File: src/rtl/ogm_pkg.sv
// ----------------------------------------------------------------------------
// ogm_pkg
// Shared types, codes and constants of the occupancy grid marker.
// ----------------------------------------------------------------------------
package ogm_pkg;

  localparam int GRID_WIDTH_DEF   = 128;
  localparam int GRID_HEIGHT_DEF  = 128;
  localparam int CORDIC_STEPS_DEF = 16;

  localparam int IN_DATA_W  = 184;
  localparam int OUT_DATA_W = 24;
  localparam int CFG_W      = 24;
  localparam int CORD_W     = 36;
  localparam int ACC_W      = 66;
  localparam int PROD_W     = 44;

  typedef enum logic [1:0] {
    KIND_POSE = 2'd0,
    KIND_BEAM = 2'd1,
    KIND_READ = 2'd2,
    KIND_NONE = 2'd3
  } kind_t;

  typedef enum logic [1:0] {
    REG_CELLS_PER_METRE = 2'd0,
    REG_START_ANGLE     = 2'd1,
    REG_ANGLE_STEP      = 2'd2,
    REG_MAX_RANGE       = 2'd3
  } reg_idx_t;

  localparam logic [1:0] CELL_UNKNOWN  = 2'd0;
  localparam logic [1:0] CELL_CENTRE   = 2'd1;
  localparam logic [1:0] CELL_OCCUPIED = 2'd2;

  localparam logic signed [7:0] VAL_UNKNOWN  = -8'sd1;
  localparam logic signed [7:0] VAL_CENTRE   = 8'sd50;
  localparam logic signed [7:0] VAL_OCCUPIED = 8'sd100;

  localparam logic [23:0] CPM_RESET   = 24'd655360;
  localparam logic [15:0] START_RESET = 16'h8000;
  localparam logic [15:0] STEP_RESET  = 16'd182;
  localparam logic [23:0] MAXR_RESET  = 24'd786432;

  localparam logic signed [CORD_W-1:0] CORDIC_GAIN = 36'sd652032874;
  localparam logic signed [CORD_W-1:0] QUAT_ONE    = 36'sd268435456;

  typedef struct packed {
    logic                     go;
    logic                     clr;
    logic                     sh16;
    logic signed [17:0]       a;
    logic signed [25:0]       b;
  } mac_op_t;

  typedef struct packed {
    logic                     go;
    logic                     vec;
    logic signed [CORD_W-1:0] x;
    logic signed [CORD_W-1:0] y;
    logic [15:0]              ang;
  } cordic_cmd_t;

  function automatic logic [31:0] atan_turn(input logic [4:0] i);
    logic [31:0] t;
    case (i)
      5'd0:    t = 32'h20000000;
      5'd1:    t = 32'h12E4051E;
      5'd2:    t = 32'h09FB385B;
      5'd3:    t = 32'h051111D4;
      5'd4:    t = 32'h028B0D43;
      5'd5:    t = 32'h0145D7E1;
      5'd6:    t = 32'h00A2F61E;
      5'd7:    t = 32'h00517C55;
      5'd8:    t = 32'h0028BE53;
      5'd9:    t = 32'h00145F2F;
      5'd10:   t = 32'h000A2F98;
      5'd11:   t = 32'h000517CC;
      5'd12:   t = 32'h00028BE6;
      5'd13:   t = 32'h000145F3;
      5'd14:   t = 32'h0000A2FA;
      5'd15:   t = 32'h0000517D;
      5'd16:   t = 32'h000028BE;
      5'd17:   t = 32'h0000145F;
      5'd18:   t = 32'h00000A30;
      5'd19:   t = 32'h00000518;
      5'd20:   t = 32'h0000028C;
      5'd21:   t = 32'h00000146;
      5'd22:   t = 32'h000000A3;
      5'd23:   t = 32'h00000051;
      default: t = 32'h00000000;
    endcase
    return t;
  endfunction

endpackage

File: src/rtl/ogm_mac.sv
// ----------------------------------------------------------------------------
// ogm_mac
// Shared multiply-accumulate: registered 18x26 product, then accumulate.
// ----------------------------------------------------------------------------
module ogm_mac
  import ogm_pkg::*;
(
  input  logic                    clk,
  input  logic                    rst,
  input  mac_op_t                 op,
  output logic signed [ACC_W-1:0] acc
);

  logic signed [PROD_W-1:0] prod;
  logic                     vld;
  logic                     clr;
  logic                     sh16;
  logic signed [ACC_W-1:0]  term;

  always_ff @(posedge clk) begin
    if (rst) begin
      vld <= 1'b0;
    end else begin
      vld <= op.go;
    end
    prod <= op.a * op.b;
    clr  <= op.clr;
    sh16 <= op.sh16;
  end

  always_comb begin
    term = ACC_W'(prod);
    if (sh16) begin
      term = term <<< 16;
    end
  end

  always_ff @(posedge clk) begin
    if (vld) begin
      acc <= (clr ? '0 : acc) + term;
    end
  end

endmodule

File: config.mk
export PLATFORM = sky130hd
export DESIGN_NAME = ogm_mac
export DESIGN_NICKNAME = d
export VERILOG_FILES = /design/src/rtl/ogm_pkg.sv /design/src/rtl/ogm_mac.sv
export SDC_FILE = /design/constraint.sdc
export NUM_CORES = 2
export LEC_CHECK = 0
export BUFFER_PORTS_ARGS = -buffer_cell sky130_fd_sc_hd__buf_2
export CORE_AREA = 10 10 311 163
export CTS_BUF_LIST = sky130_fd_sc_hd__clkbuf_16
export CTS_CLUSTER_DIAMETER = 120
export DETAILED_ROUTE_END_ITERATION = 12
export DIE_AREA = 0 0 321 173
export GPL_TIMING_DRIVEN = 0
export PLACE_DENSITY_LB_ADDON = 0.08
export SYNTH_ARGS = -nofsm -noshare
export SYNTH_HDL_FRONTEND = slang
export SYNTH_SLANG_ARGS = --single-unit
File: constraint.sdc
create_clock -name clk -period 20.3 [get_ports clk]
set_clock_uncertainty 0.2 [all_clocks]
set_input_delay 1.015 -clock clk [delete_from_list [all_inputs] [get_ports clk]]
set_output_delay 1.015 -clock clk [all_outputs]
set_load 0.02 [all_outputs]
==> results.yml <==
status:
  status: "completed"
clock_network:
  post-cts-setup-buffers: 0
  cts_tree: "done"
  insertion_delay_ns: 0.43
  htreeDepth: 4
  clk_pin_slew_ns: 0.06
  postCtsResizedCells: 0
  cts_buffers: 17
  hold_buffers: 0
  clk_path_buf_depth: 2
  clock_sinks: 113
  cts_root_buf: "clkbuf_16"
floorplanning:
  start_util: 0.5366
  die_height_um: 173
  design.portCount: 115
  fp.dieArea_mm2: 0.05553
  rows: 55
  die_w_um: 321
  core-area_mm2: 0.04501
synth:
  synth_area_leaders: "fa_1, ha_1, inv_1"
  yosys.area.top_type_share: 0.3796
  yosysSeqAreaShare: 0.1210
  yosys-top-cells-count: "inv_1, fa_1, nand2_1"
  avgSynthCellArea_um2: 9.015
  ys_async_sr_fraction: 0
  netlist_area_mm2: 0.02415
  yosysTopAreaCell: "fa_1"
  synth-edff-count: 66
  ys_ff_latch: 113
  yosysUniqueCellTypes: 64
  yosysMostFrequentCell: "inv_1"
  dominantRegCellSynth: "edfxtp_1"
  synth_cells: 2679
  syn-num-nets: 3360
  ys.warnings.count: 0
routing:
  routedWlPerCell_um: 21.51
  via_per_inst: 5.442
  drtIter0Drc: 1601
  num_vias: 18551
  detail-route-antenna-nets: 0
  route.detailed.drc: 0
  drt_wl_total_um: 73330
  drtPass1Iterations: 6
flow_run:
  drv_cap: 0
global_route:
  overflow: 0
  grt_antenna_before_repair: 2
  grtUsageTotal: 0.2639
  grt_pass1_vias: 19455
  grt_pass1_wl_um: 113100
  grt_max_degree: 67
placement:
  place_hpwl_um: 60510
  gp_congestion: 0.9519
  port_buffers: 100
timing:
  slew_headroom: 0.3245
  tightestPinTransition_ns: 1.013
  rsz0062_at_grt: "false"
  max_freq_mhz: 118.5
  post-route-min-period_ns: 8.436
  setup_violations: 0
  maxSlewViolCount: 0
  hold_violations: 0
  min_period_over_period: 0.4156
  setup_tns_ns: 0
worst_setup_path:
  r2r_slack_ns: 15.10
  cp-start-kind: "primary input"
  arrival_ns: 8.60
  end_kind: "register"
  critPathMaxFanout: 10
  required_ns: 20.46
  crit_type: "primary input to register"
layout:
  layout-drive-gt1-share: 0.06154
  final_nets: 3479
  syn_to_final_growth_pct: 7.470
  diodes: 0
worst_hold_path:
  hp-class: "primary input to register"
==> routing by layer <==
layer | share of wire | wire (um) | global-route usage | vias to the layer above
li1 | - | - | - | 8499
met1 | 0.44 | 32560 | 0.3595 | 9280
met3 | 0.10 | 7304 | 0.08331 | 109
met4 | 0.025 | 1801 | 0.07068 | 2
met2 | 0.43 | 31640 | 0.4009 | 661
met5 | 0.00018 | 13 | 0 | -
==> critical path, stage by stage <==
cell      delay [ns]
clkbuf_1        0.70
clkbuf_1        0.67
nand2_1         0.19
fa_1            0.55
fa_1            0.51
fa_1            0.51
inv_1           0.05
fa_1            0.48
fa_1            0.50
inv_1           0.05
fa_1            0.66
inv_1           0.12
ha_1            0.41
o21a_1          0.15
o21ai_0         0.07
a21boi_0        0.25
o211ai_1        0.14
nor4_1          0.33
nor2_1          0.12
nor2b_1         0.28
a21oi_1         0.22
or4_1           0.54
nand3_1         0.09
==> state kept, by name, indices dropped and copies added (netlist names) <==
name	flops
prod	44
vld	1
clr	1
sh16	1
acc	66
==> cell type report <==
type                    instances  area (um^2)
plain buffers                 116        435.4
fillers                      4201        19050
clock buffers                  18        450.4
repair buffers                100        500.5
multi-input cells            1912        18770
clock inverters                14        101.3
flip-flops and latches        113         2927
inverters                     538         2019
well taps                     598        748.2
==> kinds of logic (layout without fill, tap and decap cells) <==
kind of cell / Yosys count / after routing / share of synthesized area
compound gates: 348 / 348 / 0.09439
simple gates: 796 / 796 / 0.1611
flops: 113 / 113 / 0.1210
xor+xnor: 109 / 109 / 0.03953
mux: 27 / 27 / 0.01259
fa+ha+maj: 632 / 632 / 0.4698
buf+inv: 654 / 786 / 0.1016
==> worst paths after layout <==
check / from / endpoint / cells past startpoint
min: op[44] / sh16 / 1
max: op[20] / prod[40] / 23
max reg2reg: clr / acc[58] / 14
min reg2reg: acc[0] / acc[0] / 2
==> through the flow <==
stage	worst slack [ns]	util	hold slack [ns]	instances	cell area [um^2]
6_report	11.86	0.5767	0.4918	3409	25960
5_1_grt	11.57	0.5767	0.4720	3409	25960
3_5_place_dp	11.60	0.5645	0.5191	3377	25400
3_3_place_gp	11.68	0.5644	0.5028	3377	25400
4_1_cts	12.05	0.5767	0.4737	3409	25960
2_1_floorplan	13.12	-	0.4319	2679	24150
==> cell usage in the layout (no fill, tap or decap), types with 16 or more instances in the layout <==
cell type / n
o21bai_1: 23
a21o_1: 66
buf_2: 100
a31oi_1: 16
a21oi_1: 108
xnor2_1: 75
and2_1: 177
fa_1: 458
dfxtp_1: 46
o21ai_0: 58
clkbuf_1: 113
clkbuf_16: 18
xor2_1: 34
ha_1: 174
nand2b_1: 22
inv_1: 539
nand2_1: 370
mux2_2: 27
nor2_1: 64
edfxtp_1: 66
nor2b_1: 89
Power is left out: the tool's default activity adds up to more than one toggle a clock period on the data nets, which glitch-free logic cannot reach.
