[config.mk]
export PLATFORM = sky130hd
export DESIGN_NAME = ogm_cordic
export DESIGN_NICKNAME = d
export VERILOG_FILES = /design/src/rtl/ogm_pkg.sv /design/src/rtl/ogm_cordic.sv
export SDC_FILE = /design/constraint.sdc
export NUM_CORES = 1
export LEC_CHECK = 0
export BUFFER_PORTS_ARGS = -buffer_cell sky130_fd_sc_hd__buf_2
export CORE_MARGIN = 2
export CORE_UTILIZATION = 40
export CTS_BUF_LIST = sky130_fd_sc_hd__clkbuf_8
export DETAILED_ROUTE_END_ITERATION = 16
export PLACE_DENSITY = 0.72
export SYNTH_ARGS = -nofsm -noshare
export SYNTH_HDL_FRONTEND = slang
export SYNTH_SLANG_ARGS = --single-unit
[constraint.sdc]
create_clock -name clk -period 6.9 [get_ports clk]
set_clock_uncertainty 0.2 [all_clocks]
set_input_delay 0.69 -clock clk [delete_from_list [all_inputs] [get_ports clk]]
set_output_delay 0.69 -clock clk [all_outputs]
set_load 0.005 [all_outputs]
[src/rtl/ogm_pkg.sv]
// ----------------------------------------------------------------------------
// ogm_pkg
// Shared types, codes and constants of the occupancy grid marker.
// ----------------------------------------------------------------------------
package ogm_pkg;

  localparam int GRID_WIDTH_DEF   = 128;
  localparam int GRID_HEIGHT_DEF  = 128;
  localparam int CORDIC_STEPS_DEF = 16;

  localparam int IN_DATA_W  = 184;
  localparam int OUT_DATA_W = 24;
  localparam int CFG_W      = 24;
  localparam int CORD_W     = 36;
  localparam int ACC_W      = 66;
  localparam int PROD_W     = 44;

  typedef enum logic [1:0] {
    KIND_POSE = 2'd0,
    KIND_BEAM = 2'd1,
    KIND_READ = 2'd2,
    KIND_NONE = 2'd3
  } kind_t;

  typedef enum logic [1:0] {
    REG_CELLS_PER_METRE = 2'd0,
    REG_START_ANGLE     = 2'd1,
    REG_ANGLE_STEP      = 2'd2,
    REG_MAX_RANGE       = 2'd3
  } reg_idx_t;

  localparam logic [1:0] CELL_UNKNOWN  = 2'd0;
  localparam logic [1:0] CELL_CENTRE   = 2'd1;
  localparam logic [1:0] CELL_OCCUPIED = 2'd2;

  localparam logic signed [7:0] VAL_UNKNOWN  = -8'sd1;
  localparam logic signed [7:0] VAL_CENTRE   = 8'sd50;
  localparam logic signed [7:0] VAL_OCCUPIED = 8'sd100;

  localparam logic [23:0] CPM_RESET   = 24'd655360;
  localparam logic [15:0] START_RESET = 16'h8000;
  localparam logic [15:0] STEP_RESET  = 16'd182;
  localparam logic [23:0] MAXR_RESET  = 24'd786432;

  localparam logic signed [CORD_W-1:0] CORDIC_GAIN = 36'sd652032874;
  localparam logic signed [CORD_W-1:0] QUAT_ONE    = 36'sd268435456;

  typedef struct packed {
    logic                     go;
    logic                     clr;
    logic                     sh16;
    logic signed [17:0]       a;
    logic signed [25:0]       b;
  } mac_op_t;

  typedef struct packed {
    logic                     go;
    logic                     vec;
    logic signed [CORD_W-1:0] x;
    logic signed [CORD_W-1:0] y;
    logic [15:0]              ang;
  } cordic_cmd_t;

  function automatic logic [31:0] atan_turn(input logic [4:0] i);
    logic [31:0] t;
    case (i)
      5'd0:    t = 32'h20000000;
      5'd1:    t = 32'h12E4051E;
      5'd2:    t = 32'h09FB385B;
      5'd3:    t = 32'h051111D4;
      5'd4:    t = 32'h028B0D43;
      5'd5:    t = 32'h0145D7E1;
      5'd6:    t = 32'h00A2F61E;
      5'd7:    t = 32'h00517C55;
      5'd8:    t = 32'h0028BE53;
      5'd9:    t = 32'h00145F2F;
      5'd10:   t = 32'h000A2F98;
      5'd11:   t = 32'h000517CC;
      5'd12:   t = 32'h00028BE6;
      5'd13:   t = 32'h000145F3;
      5'd14:   t = 32'h0000A2FA;
      5'd15:   t = 32'h0000517D;
      5'd16:   t = 32'h000028BE;
      5'd17:   t = 32'h0000145F;
      5'd18:   t = 32'h00000A30;
      5'd19:   t = 32'h00000518;
      5'd20:   t = 32'h0000028C;
      5'd21:   t = 32'h00000146;
      5'd22:   t = 32'h000000A3;
      5'd23:   t = 32'h00000051;
      default: t = 32'h00000000;
    endcase
    return t;
  endfunction

endpackage

[src/rtl/ogm_cordic.sv]
// ----------------------------------------------------------------------------
// ogm_cordic
// Iterative CORDIC, one micro-rotation per cycle, vectoring or rotation mode.
// ----------------------------------------------------------------------------
module ogm_cordic
  import ogm_pkg::*;
#(
  parameter int STEPS = CORDIC_STEPS_DEF
) (
  input  logic                     clk,
  input  logic                     rst,
  input  cordic_cmd_t              cmd,
  output logic                     busy,
  output logic signed [CORD_W-1:0] x,
  output logic signed [CORD_W-1:0] y,
  output logic [31:0]              z
);

  logic                     vec;
  logic [4:0]               i;
  logic signed [CORD_W-1:0] xs;
  logic signed [CORD_W-1:0] ys;
  logic [31:0]              t;
  logic [31:0]              z0;
  logic                     up;

  assign xs = x >>> i;
  assign ys = y >>> i;
  assign t  = atan_turn(i);
  assign z0 = {cmd.ang, 16'h0000};
  assign up = vec ? (y > 0) : (z < 32'h80000000);

  always_ff @(posedge clk) begin
    if (rst) begin
      busy <= 1'b0;
      i    <= '0;
    end else if (cmd.go) begin
      busy <= 1'b1;
      i    <= '0;
      vec  <= cmd.vec;
      if (cmd.vec) begin
        if (cmd.x < 0) begin
          x <= -cmd.x;
          y <= -cmd.y;
          z <= 32'h80000000;
        end else begin
          x <= cmd.x;
          y <= cmd.y;
          z <= '0;
        end
      end else begin
        y <= '0;
        if (z0[31:30] == 2'd1 || z0[31:30] == 2'd2) begin
          x <= -CORDIC_GAIN;
          z <= z0 - 32'h80000000;
        end else begin
          x <= CORDIC_GAIN;
          z <= z0;
        end
      end
    end else if (busy) begin
      if (vec && y == 0) begin
        // no move on an axis hit
      end else if (up == vec) begin
        x <= x + ys;
        y <= y - xs;
        z <= vec ? z + t : z + t;
      end else begin
        x <= x - ys;
        y <= y + xs;
        z <= z - t;
      end
      i <= i + 5'd1;
      if (i == 5'(STEPS - 1)) begin
        busy <= 1'b0;
      end
    end
  end

endmodule

==> flow_summary_export.csv <==
group,metric,value,unit
synth,yosysSeqAreaShare,19.0,%
cells_and_area,layout_common_cells,"209 x nand2_1, 206 x a21oi_1, 196 x buf_2",
synth,yosys_warnings,0,
critical_path,cpMostUsedCell,"o21ai_0",
synth,synthFlopType,"edfxtp_1",
critical_path,slowest_delay,770,ps
critical_path,path_cells,"buf_12 -> mux4_1 -> and2_1 -> o21ai_0 -> o2111a_1 -> nand4b_2 -> nor4b_4 -> nand3_2 -> o21ai_0 -> xor2_1 -> ha_1 -> and3_1 -> a311oi_1 -> buf_4 -> nand2_1 -> o22ai_1 -> buf_4 -> o21ai_0 -> a21o_1 -> a21oi_1 -> xor2_1 -> o22ai_1",
floorplanning,rows,82,
critical_path,arrival,6750,ps
clocking,path_clk_slew,100,ps
floorplanning,die_area,52700,um2
run_status,status,"completed",
pwr,peakVddDrop,222,uV
pwr,p_leak,9.18,nW
critical_path,cp_num_buf_inv,3,
cells_and_area,final_area,23100,um2
timing,finalCritPeriodShare,96.7,%
timing,period_minus_slack,6670,ps
critical_path,cpMaxStageDelayCell,"mux4_1",
drt,routed_wl,82000,um
timing,setup_viol,0,
placed_design,gp_congestion,0.985,
grt,track_usage,30.4,%
clocking,clockRootBuffer,"clkbuf_8",
synth,synth-seq-cells,141,
drt,initialDrtViolationCount,2378,
grt,antenna_found_initial,3,
timing,fmax,150,MHz
floorplanning,coreArea,50200,um2
synth,async_reset_ff_share,0,%
clocking,cts_buffers,17,
clocking,holdBufCountCts,0,
synth,yosysUniqueCellTypes,111,
floorplanning,pin_count,197,
grt,grt_pass1_wl,123000,um
cells_and_area,multi_input_area,15400,um2
timing,slew_headroom,33.3,%
grt,grt_overflow,0,
floorplanning,die_x,229,um
cells_and_area,drive_above_1_share,22.1,%
synth,syn_nets,2561,
drt,wl_per_cell,25.0,um
placed_design,dpl.hpwl,63500,um
drt,postRouteAntennaNets,0,
timing,drv_slew,0,
cells_and_area,area_delta_synth_final,13.5,%
hold_path,hold_path_end,"busy",
critical_path,timing.rr.start,"i[0]",
cells_and_area,fillCellCount,4876,
critical_path,ff2ff_setup_slack,230,ps
critical_path,cp.required,6980,ps
placed_design,place_area,22600,um2
cells_and_area,register_area,3880,um2
clocking,htreeDepth,4,
critical_path,reg2reg_depth,22,
synth,synth_area,20300,um2
synth,syn_avg_cell_area,8.65,um2
critical_path,crit_family,"compound AO/OA/AOI/OAI gates",
timing,hold_viol,0,
clocking,cts_tree,"yes",
synth,synth_edf_count,105,
drt,dr.pass1.iters,8,
cells_and_area,antennaDiodeCount,0,
grt,grt_max_degree,105,
timing,tns,0,ps
pwr,p_per_area,400,nW/um2
drt,drc,0,
drt,vias,21200,
floorplanning,initial_utilization,40.5,%
floorplanning,die_h,229,um
timing,setup_slack,225,ps
hold_path,whs_path_depth,2,
critical_path,r2r-end,"y[27]",
clocking,clockBufferDepth,2,
timing,worstMarginPinSlew,997,ps
synth,synth_cells,2351,
timing,rsz0062_at_grt,"no",
clocking,insertion_delay,580,ps
clocking,cts.sinks,141,
critical_path,crit_fanout,33,
placed_design,pre_cts_ws,249,ps
critical_path,path_class,"register to register",
grt,grt_pass1_vias,20000,
critical_path,crit_path_start,"i[0]",
critical_path,start_kind,"register",
hold_path,hold_class,"input pin to register",
hold_path,min_from,"rst",
drt,vias_per_cell,6.45,
job,max_cap_violations,0,
cells_and_area,final_common_cell,"nand2_1",
critical_path,end_kind,"register",
placed_design,port_buffers,196,
cells_and_area,final_net_count,2805,
## cell type report
cell class              instances  share of cell area, %
well taps                     672                   3.64
clock inverters                15                  0.667
multi-input cells            2020                   66.9
repair buffers                363                   10.1
flip-flops and latches        141                   16.8
clock buffers                  17                   1.01
inverters                      52                  0.846
## cell families (layout without fill, tap and decap cells)
| kind of cell | Yosys count | count (layout) | synth area share [%] |
|---|---|---|---|
| fa+ha+maj | 118 | 118 | 7.37 |
| compound gates | 788 | 788 | 25.5 |
| simple gates | 678 | 678 | 16.5 |
| xor+xnor | 241 | 241 | 10.4 |
| buf+inv | 190 | 447 | 5.31 |
| flops | 141 | 141 | 19.0 |
| mux | 195 | 195 | 15.8 |
## routing by layer
metal  up-vias  track usage (%)  part of all wire (%)
li1       9547                -                     -
met1     10300             38.8                    41
met2      1125             50.3                    47
met3       223             5.04                   7.7
met4         2             14.0                   4.7
met5         -                0                 0.016
## report_power, final
part	total, W	internal (W)	switching, W
clock network	0.000733	0.000325	0.000408
registers	0.00165	0.00125	0.000399
logic	0.00686	0.00303	0.00383
## repair_timing
item                       4_1_cts  5_1_grt
setup buffers                    0        2
hold endpoints to repair         0        0
setup endpoints to repair        0       18
resized for setup                0        6
## flip-flops by register name (all words and copies together), names as in the netlist
name / flops
busy: 1
vec: 1
i: 5
z: 32
x: 36
y: 36
t: 30
## cell usage after synthesis, drive strengths merged (8+ instances only)
cell | instances | area, um2
a41oi | 8 | 70.1
or3 | 16 | 100
o21a | 13 | 97.6
a211oi | 29 | 245
a21oi | 208 | 1040
o41ai | 17 | 156
nor2b | 19 | 119
nand2b | 30 | 188
xnor2 | 112 | 981
nor4 | 23 | 174
o221ai | 8 | 76.3
dfxtp | 36 | 721
mux4 | 92 | 2140
clkbuf | 78 | 404
and2 | 18 | 118
nand4 | 13 | 81.3
buf | 58 | 460
a31oi | 27 | 169
mux2 | 39 | 439
o31ai | 36 | 284
a21boi | 10 | 75.1
or2 | 14 | 87.6
a221oi | 13 | 126
and3 | 18 | 118
edfxtp | 105 | 3150
mux2i | 64 | 641
o32ai | 10 | 87.6
xor2 | 129 | 1130
a21o | 62 | 467
a22oi | 16 | 120
nor2 | 175 | 664
nor3 | 45 | 246
ha | 115 | 1440
inv | 48 | 180
o21ai | 173 | 866
nand2 | 209 | 785
o22ai | 42 | 263
o211ai | 18 | 135
or4 | 22 | 165
nand3 | 47 | 250
o21bai | 21 | 158
## worst max path at each step
stage / endpoint / depth (start not counted)
after global routing: y[27] / 22
after global placement: y[27] / 23
final: y[27] / 22
after CTS: y[34] / 21
after detailed placement: y[34] / 21
after floorplan: x[34] / 24
## per-stage QoR
| stage | hold WS (ps) | instances | utilization, % | total power (W) |
|---|---|---|---|---|
| after global placement | 424 | 3246 | 45.1 | 0.00820 |
| after CTS | 136 | 3278 | 45.9 | 0.00910 |
| after global routing | 164 | 3280 | 46.0 | 0.00986 |
| final | 181 | 3280 | 46.0 | 0.00924 |
| after detailed placement | 446 | 3246 | 45.1 | 0.00831 |
| after floorplan | 462 | 2351 | - | 0.00604 |
No activity file was read; power rests on OpenSTA's default activity.
